## config.mk

```make
export PLATFORM = sky130hd
export DESIGN_NAME = internet_checksum_with_pseudo_length_flat
export DESIGN_NICKNAME = d
export VERILOG_FILES = /design/src/rtl/icpl_pkg.sv /design/src/rtl/icpl_if.sv /design/src/rtl/icpl_csr.sv /design/src/rtl/internet_checksum_with_pseudo_length.sv /design/src/flat_wrapper.sv
export SDC_FILE = /design/constraint.sdc
export NUM_CORES = 1
export LEC_CHECK = 0
export BUFFER_PORTS_ARGS = -buffer_cell sky130_fd_sc_hd__buf_4
export CAP_MARGIN = 20
export CORE_ASPECT_RATIO = 1.2
export CORE_UTILIZATION = 50
export CTS_CLUSTER_DIAMETER = 150
export DETAILED_ROUTE_END_ITERATION = 12
export GPL_TIMING_DRIVEN = 0
export PLACE_DENSITY = 0.73
export SYNTH_ARGS = -nofsm -noshare
export SYNTH_HDL_FRONTEND = slang
export SYNTH_SLANG_ARGS = --single-unit
```

## constraint.sdc

```tcl
create_clock -name clock -period 19.2 [get_ports clock]
set_input_delay 0.96 -clock clock [delete_from_list [all_inputs] [get_ports clock]]
set_output_delay 0.96 -clock clock [all_outputs]
set_load 0.03 [all_outputs]
```

## src/rtl/icpl_pkg.sv

```systemverilog
`default_nettype none
// ----------------------------------------------------------------------------
// icpl_pkg: shared types and constants for the internet checksum block
// Protocol kinds, register map, pseudo-header terms and the ones-complement
// adder used by the datapath.
// ----------------------------------------------------------------------------
package icpl_pkg;

   localparam int COUNT_BITS = 16;

   // APB register map
   localparam int CSR_ADDR_W = 3;
   localparam int CSR_DATA_W = 32;
   localparam logic [0:0] REG_PROTOCOL_KIND = 1'b0;

   typedef enum logic [1:0] {
      KIND_IP  = 2'd0,
      KIND_UDP = 2'd1,
      KIND_TCP = 2'd2
   } kind_type;

   localparam logic [15:0] UDP_PROTO = 16'd17;
   localparam logic [15:0] TCP_PROTO = 16'd6;
   localparam logic [15:0] LEN_BIAS  = 16'd8;

   // Ones-complement sum of four words with end-around carry.
   function automatic logic [15:0] oc_sum4(input logic [15:0] a, input logic [15:0] b,
                                           input logic [15:0] c, input logic [15:0] d);
      logic [17:0] total;
      logic [16:0] fold;
      total = {2'b00, a} + {2'b00, b} + {2'b00, c} + {2'b00, d};
      fold  = {1'b0, total[15:0]} + {15'd0, total[17:16]};
      return fold[15:0] + {15'd0, fold[16]};
   endfunction

endpackage
`default_nettype wire

```

## src/rtl/icpl_if.sv

```systemverilog
`default_nettype none
// ----------------------------------------------------------------------------
// icpl_if: request and response channels of the checksum block
// Valid/ready channels; a request or response moves when both are high.
// ----------------------------------------------------------------------------
interface icpl_req_if;
   logic       valid;
   logic       ready;
   logic [7:0] data_byte;
   logic       last;

   modport source (output valid, output data_byte, output last, input ready);
   modport sink   (input valid, input data_byte, input last, output ready);
endinterface

interface icpl_rsp_if;
   logic        valid;
   logic        ready;
   logic [15:0] checksum_value;

   modport source (output valid, output checksum_value, input ready);
   modport sink   (input valid, input checksum_value, output ready);
endinterface
`default_nettype wire

```

## src/rtl/icpl_csr.sv

```systemverilog
`default_nettype none
// ----------------------------------------------------------------------------
// icpl_csr: APB register file of the checksum block
// Holds the protocol kind register; zero wait states.
// ----------------------------------------------------------------------------
module icpl_csr
   import icpl_pkg::*;
(
   input  wire logic                  clock,
   input  wire logic                  reset,
   input  wire logic                  psel,
   input  wire logic                  penable,
   input  wire logic                  pwrite,
   input  wire logic [CSR_ADDR_W-1:0] paddr,
   input  wire logic [CSR_DATA_W-1:0] pwdata,
   output logic      [CSR_DATA_W-1:0] prdata,
   output logic                       pready,
   output logic      [1:0]            protocol_kind
);

   logic [1:0] kind_ff;
   logic       wr_en;
   logic       hit_kind;

   assign pready   = 1'b1;
   assign hit_kind = (paddr[2] == REG_PROTOCOL_KIND);
   assign wr_en    = psel && penable && pwrite && pready && hit_kind;

   always_ff @(posedge clock) begin
      if (reset) begin
         kind_ff <= KIND_IP;
      end else if (wr_en) begin
         kind_ff <= pwdata[1:0];
      end
   end

   always_comb begin
      prdata = '0;
      if (hit_kind) begin
         prdata = {{(CSR_DATA_W-2){1'b0}}, kind_ff};
      end
   end

   assign protocol_kind = kind_ff;

endmodule
`default_nettype wire

```

## src/rtl/internet_checksum_with_pseudo_length.sv

```systemverilog
`default_nettype none
// ----------------------------------------------------------------------------
// internet_checksum_with_pseudo_length: streaming RFC 1071 checksum
// Byte-wide ones-complement checksum with optional UDP/TCP length terms.
// ----------------------------------------------------------------------------
// The block takes one packet byte per request and accepts a new request in
// every clock cycle, also while a finished checksum waits on the response
// channel; it stalls only when a further last byte reaches the input register
// while the previous checksum is still untaken. Bytes pair big-endian into
// 16-bit words (first byte high) that are added into a ones-complement running
// sum; an odd final byte is padded with a zero low byte. On the request marked
// last, the protocol_kind register (0 plain IP, 1 UDP, 2 TCP, 3 treated as
// plain IP) selects whether the protocol number and the length term (byte
// count - 8, modulo 65536) are added too, and the inverted sum is returned as
// one response. The last byte waits in the input register, and the four-term
// ones-complement adder then loads the checksum into the result register, which
// drives the response; the byte stays there while the previous one is untaken.
// Throughput is one byte per cycle while no untaken checksum holds a last byte.
// Write protocol_kind only between packets; it is sampled on the last byte.
// ----------------------------------------------------------------------------
module internet_checksum_with_pseudo_length
   import icpl_pkg::*;
(
   input  wire logic                  clock,
   input  wire logic                  reset,
   icpl_req_if.sink                   req_chan,
   icpl_rsp_if.source                 rsp_chan,
   input  wire logic                  psel,
   input  wire logic                  penable,
   input  wire logic                  pwrite,
   input  wire logic [CSR_ADDR_W-1:0] paddr,
   input  wire logic [CSR_DATA_W-1:0] pwdata,
   output logic      [CSR_DATA_W-1:0] prdata,
   output logic                       pready
);

   logic [1:0] protocol_kind;

   icpl_csr u_csr (
      .clock         (clock),
      .reset         (reset),
      .psel          (psel),
      .penable       (penable),
      .pwrite        (pwrite),
      .paddr         (paddr),
      .pwdata        (pwdata),
      .prdata        (prdata),
      .pready        (pready),
      .protocol_kind (protocol_kind)
   );

   // Input register
   logic       s1_valid_ff;
   logic [7:0] s1_byte_ff;
   logic       s1_last_ff;

   // Packet state
   logic [15:0]           sum_ff;
   logic [15:0]           sum_in;
   logic [7:0]            held_ff;
   logic                  odd_ff;
   logic [COUNT_BITS-1:0] count_ff;
   logic [COUNT_BITS-1:0] count_in;

   // Result register
   logic        rsp_valid_ff;
   logic [15:0] rsp_value_ff;
   logic [15:0] rsp_value_in;

   logic        req_accept;
   logic        advance;
   logic [15:0] word;
   logic [15:0] word_term;
   logic [15:0] len_term;
   logic [15:0] proto_term;
   logic [15:0] len_sel;

   // Advance the buffered byte unless it closes a packet and the result
   // register still holds an untaken checksum.
   assign advance    = s1_valid_ff && (!s1_last_ff || !rsp_valid_ff || rsp_chan.ready);
   assign req_chan.ready = !s1_valid_ff || advance;
   assign req_accept = req_chan.valid && req_chan.ready;

   always_ff @(posedge clock) begin
      if (reset) begin
         s1_valid_ff <= 1'b0;
      end else if (req_accept) begin
         s1_valid_ff <= 1'b1;
      end else if (advance) begin
         s1_valid_ff <= 1'b0;
      end
   end

   always_ff @(posedge clock) begin
      if (req_accept) begin
         s1_byte_ff <= req_chan.data_byte;
         s1_last_ff <= req_chan.last;
      end
   end

   // Word assembly: complete a held pair, or pad a lone final byte.
   assign word      = odd_ff ? {held_ff, s1_byte_ff} : {s1_byte_ff, 8'h00};
   assign word_term = (odd_ff || s1_last_ff) ? word : 16'h0000;
   assign count_in  = count_ff + 1'b1;
   assign len_term  = 16'(count_in) - LEN_BIAS;

   // Pseudo-header terms picked by the protocol kind; unused code adds none.
   always_comb begin
      unique case (protocol_kind)
         KIND_UDP: begin
            proto_term = UDP_PROTO;
            len_sel    = len_term;
         end
         KIND_TCP: begin
            proto_term = TCP_PROTO;
            len_sel    = len_term;
         end
         default: begin
            proto_term = 16'h0000;
            len_sel    = 16'h0000;
         end
      endcase
   end

   assign sum_in       = oc_sum4(sum_ff, word_term, 16'h0000, 16'h0000);
   assign rsp_value_in = oc_sum4(sum_ff, word_term, proto_term, len_sel) ^ 16'hFFFF;

   always_ff @(posedge clock) begin
      if (reset) begin
         sum_ff   <= '0;
         held_ff  <= '0;
         odd_ff   <= 1'b0;
         count_ff <= '0;
      end else if (advance) begin
         if (s1_last_ff) begin
            // Drop all packet state for the next packet.
            sum_ff   <= '0;
            held_ff  <= '0;
            odd_ff   <= 1'b0;
            count_ff <= '0;
         end else begin
            sum_ff   <= sum_in;
            count_ff <= count_in;
            if (odd_ff) begin
               held_ff <= '0;
               odd_ff  <= 1'b0;
            end else begin
               held_ff <= s1_byte_ff;
               odd_ff  <= 1'b1;
            end
         end
      end
   end

   // Hold the checksum until the sink takes it.
   always_ff @(posedge clock) begin
      if (reset) begin
         rsp_valid_ff <= 1'b0;
      end else if (advance && s1_last_ff) begin
         rsp_valid_ff <= 1'b1;
      end else if (rsp_chan.ready) begin
         rsp_valid_ff <= 1'b0;
      end
   end

   always_ff @(posedge clock) begin
      if (advance && s1_last_ff) begin
         rsp_value_ff <= rsp_value_in;
      end
   end

   assign rsp_chan.valid          = rsp_valid_ff;
   assign rsp_chan.checksum_value = rsp_value_ff;

endmodule
`default_nettype wire

```

## src/flat_wrapper.sv

```systemverilog
// flat-port wrapper written by rule: the top's interface ports become plain ports
module internet_checksum_with_pseudo_length_flat import icpl_pkg::*;
  (clock, reset, psel, penable, pwrite, paddr, pwdata, prdata, pready, req_chan_valid, req_chan_data_byte, req_chan_last, req_chan_ready, rsp_chan_valid, rsp_chan_checksum_value, rsp_chan_ready);
  icpl_req_if req_chan_i ();
  icpl_rsp_if rsp_chan_i ();
  input  wire logic clock;
  input  wire logic reset;
  input  wire logic psel;
  input  wire logic penable;
  input  wire logic pwrite;
  input  wire logic [CSR_ADDR_W-1:0] paddr;
  input  wire logic [CSR_DATA_W-1:0] pwdata;
  output logic      [CSR_DATA_W-1:0] prdata;
  output logic pready;
  input wire logic [$bits(req_chan_i.valid)-1:0] req_chan_valid;
  input wire logic [$bits(req_chan_i.data_byte)-1:0] req_chan_data_byte;
  input wire logic [$bits(req_chan_i.last)-1:0] req_chan_last;
  output wire logic [$bits(req_chan_i.ready)-1:0] req_chan_ready;
  output wire logic [$bits(rsp_chan_i.valid)-1:0] rsp_chan_valid;
  output wire logic [$bits(rsp_chan_i.checksum_value)-1:0] rsp_chan_checksum_value;
  input wire logic [$bits(rsp_chan_i.ready)-1:0] rsp_chan_ready;
  assign req_chan_i.valid = req_chan_valid;
  assign req_chan_i.data_byte = req_chan_data_byte;
  assign req_chan_i.last = req_chan_last;
  assign req_chan_ready = req_chan_i.ready;
  assign rsp_chan_valid = rsp_chan_i.valid;
  assign rsp_chan_checksum_value = rsp_chan_i.checksum_value;
  assign rsp_chan_i.ready = rsp_chan_ready;
  internet_checksum_with_pseudo_length u_core (.clock(clock), .reset(reset), .req_chan(req_chan_i), .rsp_chan(rsp_chan_i), .psel(psel), .penable(penable), .pwrite(pwrite), .paddr(paddr), .pwdata(pwdata), .prdata(prdata), .pready(pready));
endmodule
```

==> impl_metrics.json, run 1 <==
{
  "synth-seq-cells": 70,
  "clockBufferDepth": 2,
  "fin_crit_sh_pct": 49.98,
  "synthesis.area_um2": 6437,
  "crit_fanout": 10,
  "post_cts_buffers": 0,
  "die_area_um2": 13330,
  "grt_setup_unrepaired": "false",
  "rows": 45,
  "ant_nets": 0,
  "r2r_setup_slack_ns": 9.60,
  "cp_slowest_stage_delay_ns": 0.47,
  "synthArstFlopShare_pct": 0,
  "power_density_nw_per_um2": 54.94,
  "min_from": "u_core.sum_ff[12]",
  "post-dp-hpwl_um": 11910,
  "slew_violations": 0,
  "path_common_cell": "ha_1",
  "clk_pin_slew_worst_paths_ns": 0.06,
  "setup_violations": 0,
  "grt_pass1_vias": 5215,
  "holdBufCountCts": 0,
  "num_vias": 5719,
  "ys.flop_type": "dfxtp_1",
  "synth_cells": 794,
  "core-area_um2": 12610,
  "viasPerCell": 5.494,
  "crit_family": "simple AND/OR/NAND/NOR gates",
  "skew_ns": 0.01389,
  "worstPathArrival_ns": 9.68,
  "worst_slew_pin_slew_ns": 1.090,
  "max_slew_margin_pct": 26.88,
  "cts-buffers-inserted": 9,
  "insertion_delay_ns": 0.35,
  "grt_first_pass_wirelength_um": 24740,
  "synth_cell_types": 73,
  "cp-start-kind": "flop",
  "crit_buf_inv": 4,
  "fin_hold_ws_ns": 0.4786,
  "cts_tree": "yes",
  "clockRootBuffer": "clkbuf_16",
  "drive_gt1_share_pct": 12.54,
  "period_minus_slack_ns": 9.597,
  "crit_required_ns": 19.28,
  "antenna_found_initial": 0,
  "die_h_um": 126.3,
  "synth-warning-count": 0,
  "grt_util_all_layers_pct": 23.37,
  "h-tree-depth": 3,
  "synth_edf_count": 25,
  "ios": 102,
  "portBuffers": 37,
  "fillCellCount": 1195,
  "synth-seq-area-share_pct": 25.66,
  "place_congestion": 0.8630,
  "r2r_start": "u_core.odd_ff",
  "drt-total-wl_um": 15000,
  "cp_slowest_cell": "nor4b_1",
  "synth.avg_cell_area_um2": 8.108,
  "status": "completed",
  "critPathLaunch": "u_core.odd_ff",
  "hold_viol_final": 0,
  "dr.pass1.iters": 5,
  "drt_iter0_markers": 365,
  "cts_resized": 0,
  "die_x_um": 105.6,
  "ir_worst_vdd_mv": 0.04375,
  "layout.nets": 986,
  "post_drt_wl_per_cell_um": 14.41,
  "start_util_pct": 51.04,
  "finalSetupTns_ns": 0,
  "leakagePower_nw": 3.206,
  "grt_max_degree": 14,
  "cts_sinks": 70,
  "hp-class": "flop to flop",
  "area.growth.synth_to_final_pct": 13.76,
  "crit_path_end_kind": "flop",
  "antenna-diode-count": 0,
  "max_freq_mhz": 104.2,
  "drcViolationCount": 0,
  "grt.overflow.total": 0,
  "setup.worst_path.class": "flop to flop",
  "maxCapViolations": 0
}
-- worst min-delay path, cell delays in order (launching register included) --
cell and delay (ns):
dfxtp_1 0.32, nand2_1 0.05, o21ai_1 0.05
-- cell type report --
type	instances	area, µm²	share of cell area (%)
buffer	59	341.6	4.664
sequential	70	1652	22.55
timing repair buffer	38	289.0	3.947
clock buffer	10	239.0	3.263
multi-input combinational	660	4425	60.43
inverter	34	127.6	1.743
tap	164	205.2	2.802
clock inverter	6	43.79	0.5980
-- per-layer routing --
layer  routed length [µm]  vias up  GRT usage, %
met3                  608       21         2.364
met1                 6695     2640         29.43
met4                  303        0         9.069
met5                    0        -             0
li1                     -     2910             -
met2                 7390      148         41.10
-- power by group --
part           leakage [nW]  internal [W]  switching (W)
sequential            0.583      0.000158     0.00000212
combinational          2.49     0.0000299      0.0000506
clock                 0.135     0.0000915      0.0000699
total                  3.21      0.000280       0.000123
-- metrics by stage --
stage          instances  worst slack (ns)  utilization (%)  total power [W]  instance area (µm²)
2_1_floorplan        823             11.26                -        0.0002249                 6546
3_3_place_gp        1024             9.722            55.73        0.0002423                 7029
3_5_place_dp        1025             9.658            55.82        0.0002432                 7041
4_1_cts             1041             9.590            58.07        0.0004037                 7323
5_1_grt             1041             8.848            58.07        0.0004211                 7323
6_report            1041             9.603            58.07        0.0004024                 7323
-- flip-flops by register name, indices dropped and copies added (netlist names) --
signal / flops
u_core.count_ff: 16
u_core.held_ff: 8
u_core.odd_ff: 1
u_core.rsp_chan.checksum_value: 16
u_core.rsp_chan.valid: 1
u_core.s1_byte_ff: 8
u_core.s1_last_ff: 1
u_core.s1_valid_ff: 1
u_core.sum_ff: 16
u_core.u_csr.protocol_kind: 2
-- placed cells by master (no fill, tap or decap), drive strengths merged, types with 6 or more instances in the layout --
cell type / Yosys / routed
or3: 7 / 7
nand3b: 6 / 6
o211ai: 6 / 6
nand4: 6 / 6
a21oi: 51 / 51
dfxtp: 45 / 45
nor4: 7 / 7
clkbuf: 25 / 35
nand3: 31 / 31
edfxtp: 25 / 25
nor2: 102 / 102
a211oi: 8 / 8
inv: 34 / 36
buf: 34 / 72
a22oi: 17 / 17
and2: 10 / 10
xor2: 27 / 27
and3: 18 / 18
o21ai: 45 / 45
conb: 2 / 31
nor3: 19 / 19
ha: 56 / 56
nand2b: 10 / 10
nor2b: 12 / 12
o21a: 12 / 12
or2: 7 / 7
xnor2: 54 / 54
fa: 7 / 7
a21o: 12 / 12
nand2: 51 / 51
-- logic make-up (layout without fill, tap and decap cells) --
| logic type | Yosys count | count (layout) | synth area share [%] |
|---|---|---|---|
| multiplexers | 5 | 5 | 0.7969 |
| other | 2 | 31 | 0.1167 |
| AND/OR/NAND/NOR | 296 | 296 | 22.59 |
| XOR/XNOR | 82 | 82 | 11.49 |
| adder cells (fa/ha/maj) | 63 | 63 | 13.06 |
| AO/OA/AOI/OAI | 183 | 183 | 19.01 |
| buffers and inverters | 93 | 147 | 7.288 |
| flip-flops | 70 | 70 | 25.66 |
-- worst paths after layout --
check | end | cells past startpoint
setup / recovery | u_core.rsp_chan.checksum_value[15] | 37
hold / removal | u_core.sum_ff[12] | 2
setup reg to reg | u_core.rsp_chan.checksum_value[15] | 37
hold reg to reg | u_core.sum_ff[12] | 2
-- synthesized netlist by cell type, types with 3 or more instances --
library cell / n / area [µm²]
a211oi_1: 6 / 45.04
a21o_1: 12 / 90.09
a21oi_1: 51 / 255.2
a22oi_1: 17 / 127.6
a31oi_1: 3 / 18.77
and2_1: 10 / 62.56
and3_1: 18 / 112.6
buf_2: 3 / 15.01
buf_4: 31 / 232.7
clkbuf_1: 25 / 93.84
dfxtp_1: 45 / 900.9
edfxtp_1: 25 / 750.7
fa_1: 7 / 140.1
ha_1: 56 / 700.7
inv_1: 33 / 123.9
mux2i_1: 4 / 40.04
nand2_1: 51 / 191.4
nand2b_1: 10 / 62.56
nand3_1: 31 / 155.2
nand3b_1: 6 / 45.04
nand4_1: 6 / 37.54
nor2_1: 101 / 379.1
nor2b_1: 12 / 75.07
nor3_1: 19 / 95.09
nor4_1: 6 / 37.54
nor4b_1: 3 / 26.28
o211ai_1: 5 / 37.54
o21a_1: 12 / 90.09
o21ai_0: 40 / 200.2
o21ai_1: 3 / 15.01
o31ai_1: 4 / 30.03
or2_2: 6 / 37.54
or3_1: 6 / 37.54
xnor2_1: 54 / 473.0
xor2_1: 26 / 227.7
Note: power is estimated with default switching activity, not from simulation.
==> run 2, diff against run 1 <==
==> constraint.sdc (replaced) <==
create_clock -name clock -period 9.18 [get_ports clock]
set_input_delay 0.459 -clock clock [delete_from_list [all_inputs] [get_ports clock]]
set_output_delay 0.459 -clock clock [all_outputs]
set_load 0.03 [all_outputs]
==> run 2 against run 1 <==
Effect of this change:
- register-to-register slack worse by 9.1 ns
- clock skew rose by 0.00065 ns
- worst setup slack got worse by 9.1 ns
- non-clock buffer count up 2
- total power increased by 110%
- cell count up 0.19%
- final area increased by 1.3%
- first-iteration DRC count shrank 15%
- die area unchanged
- hold slack worse by 0.19 ns
- clock power rose by 110%
- critical endpoint unchanged
==> impl_metrics.json, run 2 (same netlist as run 1, synthesis figures left out) <==
{
  "cp_slowest_stage_delay_ns": 0.49,
  "clockBufferDepth": 2,
  "rows": 45,
  "leakagePower_nw": 3.256,
  "ios": 102,
  "r2r_end": "u_core.rsp_chan.checksum_value[15]",
  "drive_gt1_share_pct": 14.45,
  "crit_fanout": 10,
  "drcViolationCount": 0,
  "cp_slowest_cell": "fa_1",
  "die_h_um": 126.3,
  "ant_nets": 0,
  "critPathLaunch": "u_core.odd_ff",
  "finalWorstSetupSlack_ns": 0.5477,
  "cts-buffers-inserted": 9,
  "hold_viol_final": 0,
  "cts_tree": "yes",
  "max_slew_margin_pct": 29.23,
  "clk_pin_slew_worst_paths_ns": 0.06,
  "final_cell_mix": "nor2_1 (100), buf_4 (72), ha_1 (56), xnor2_1 (52)",
  "layout.nets": 988,
  "core-area_um2": 12610,
  "hold-path-endpoint": "u_core.s1_byte_ff[7]",
  "h-tree-depth": 3,
  "post_drt_wl_per_cell_um": 14.52,
  "die_area_um2": 13330,
  "drt-total-wl_um": 15140,
  "post-dp-hpwl_um": 11910,
  "viasPerCell": 5.462,
  "fillCellCount": 1189,
  "fin_hold_ws_ns": 0.2919,
  "r2r_setup_slack_ns": 0.55,
  "period_minus_slack_ns": 8.632,
  "cts_sinks": 70,
  "hp-class": "primary input to flop",
  "dp_slack_ns": -0.3619,
  "maxCapViolations": 0,
  "grt_max_degree": 14,
  "crit_required_ns": 9.26,
  "clockRootBuffer": "clkbuf_16",
  "portBuffers": 37,
  "power_density_nw_per_um2": 113.7,
  "dr.pass1.iters": 5,
  "start_util_pct": 51.04,
  "path_common_cell": "ha_1",
  "slew_violations": 0,
  "max_freq_mhz": 115.8,
  "worstPathArrival_ns": 8.71,
  "status": "completed",
  "die_x_um": 105.6,
  "skew_ns": 0.01454,
  "min_from": "req_chan_data_byte[7]",
  "fin_crit_sh_pct": 94.03,
  "mostFrequentLayoutCell": "nor2_1",
  "crit_path_end_kind": "flop",
  "r2r_start": "u_core.odd_ff",
  "grt_pass1_vias": 5238,
  "setup.worst_path.class": "flop to flop",
  "num_vias": 5697,
  "grt_util_all_layers_pct": 23.46,
  "place_congestion": 0.8630,
  "holdPathStages": 1,
  "antenna_found_initial": 0,
  "grt_first_pass_wirelength_um": 24850,
  "setup_violations": 0,
  "placed_area_um2": 7041,
  "cp-start-kind": "flop",
  "fin_area_um2": 7420,
  "placedCellCount": 1025,
  "reg2reg_depth": 37,
  "final_core_util_pct": 58.83,
  "drt_iter0_markers": 309,
  "grt.overflow.total": 0,
  "antenna-diode-count": 0,
  "ir_worst_vdd_mv": 0.09171,
  "worst_slew_pin_slew_ns": 1.055,
  "finalNonFillerCells": 1043,
  "area.growth.synth_to_final_pct": 15.26,
  "insertion_delay_ns": 0.35
}
run 2: changes by cell type in the layout (fill, tap and decap cells not counted), moves of 2 or more:
cell / delta
clkbuf_1: -4
buf_4: +4
xnor2_1: -2
nor3_2: +3
nor3_1: -3
run 2: worst max path at each step:
stage	slack (ns)	end	cells past startpoint
after floorplan	1.24	u_core.rsp_chan.checksum_value[15]	37
after global placement	-0.30	u_core.rsp_chan.checksum_value[15]	37
after detailed placement	-0.36	u_core.rsp_chan.checksum_value[15]	37
after CTS	0.05	u_core.rsp_chan.checksum_value[15]	37
after global routing	-0.03	u_core.rsp_chan.checksum_value[14]	38
final	0.55	u_core.rsp_chan.checksum_value[15]	37
run 2: critical path, delay by kind of cell, from the launching register on:
kind	cells	cell delay, ns
DFF	1	0.38
buffers and inverters	4	0.57
xor gates and xnor gates	3	0.54
AOI/OAI and AO/OA	8	1.47
adders and majority gates	7	2.16
and+or+nand+nor	15	3.25
run 2: layout make-up:
class,instances,area [µm²],area share (%)
flip-flops and latches,70,1653,22.28
multi-input cells,660,4493,60.56
inverters,34,127.6,1.720
well taps,164,205.2,2.766
clock inverters,6,43.79,0.5902
clock buffers,10,239.0,3.221
repair buffers,42,319.1,4.300
plain buffers,57,339.1,4.570
run 2: power by group:
| group | total [W] | leakage, nW | internal (W) | switching (W) |
|---|---|---|---|---|
| logic | 0.000171 | 2.54 | 0.0000639 | 0.000107 |
| clock network | 0.000336 | 0.135 | 0.000191 | 0.000145 |
| registers | 0.000336 | 0.583 | 0.000331 | 0.00000491 |
run 2: timing repair:
action | in CTS | in global routing
hold buffers | 0 | 0
buffers inserted | 2 | 2
setup endpoints to repair | 5 | 9
endpoints found under the hold margin | 0 | 0
pin swaps | 1 | 1
resized for setup | 3 | 15
run 2: layer usage:
metal / track usage, % / share of wire (%) / up-vias
met5: 0 / 0 / -
met4: 9.232 / 2.4 / 0
met2: 41.18 / 49 / 159
met3: 2.467 / 4.0 / 26
met1: 29.52 / 45 / 2600
li1: - / - / 2912
run 2: through the flow:
step / power (W) / setup TNS, ns
final: 0.0008433 / 0
after global routing: 0.0008836 / -0.06123
after CTS: 0.0008449 / 0
after detailed placement: 0.0005087 / -0.7677
after global placement: 0.0005067 / -0.4139
after floorplan: 0.0004704 / 0
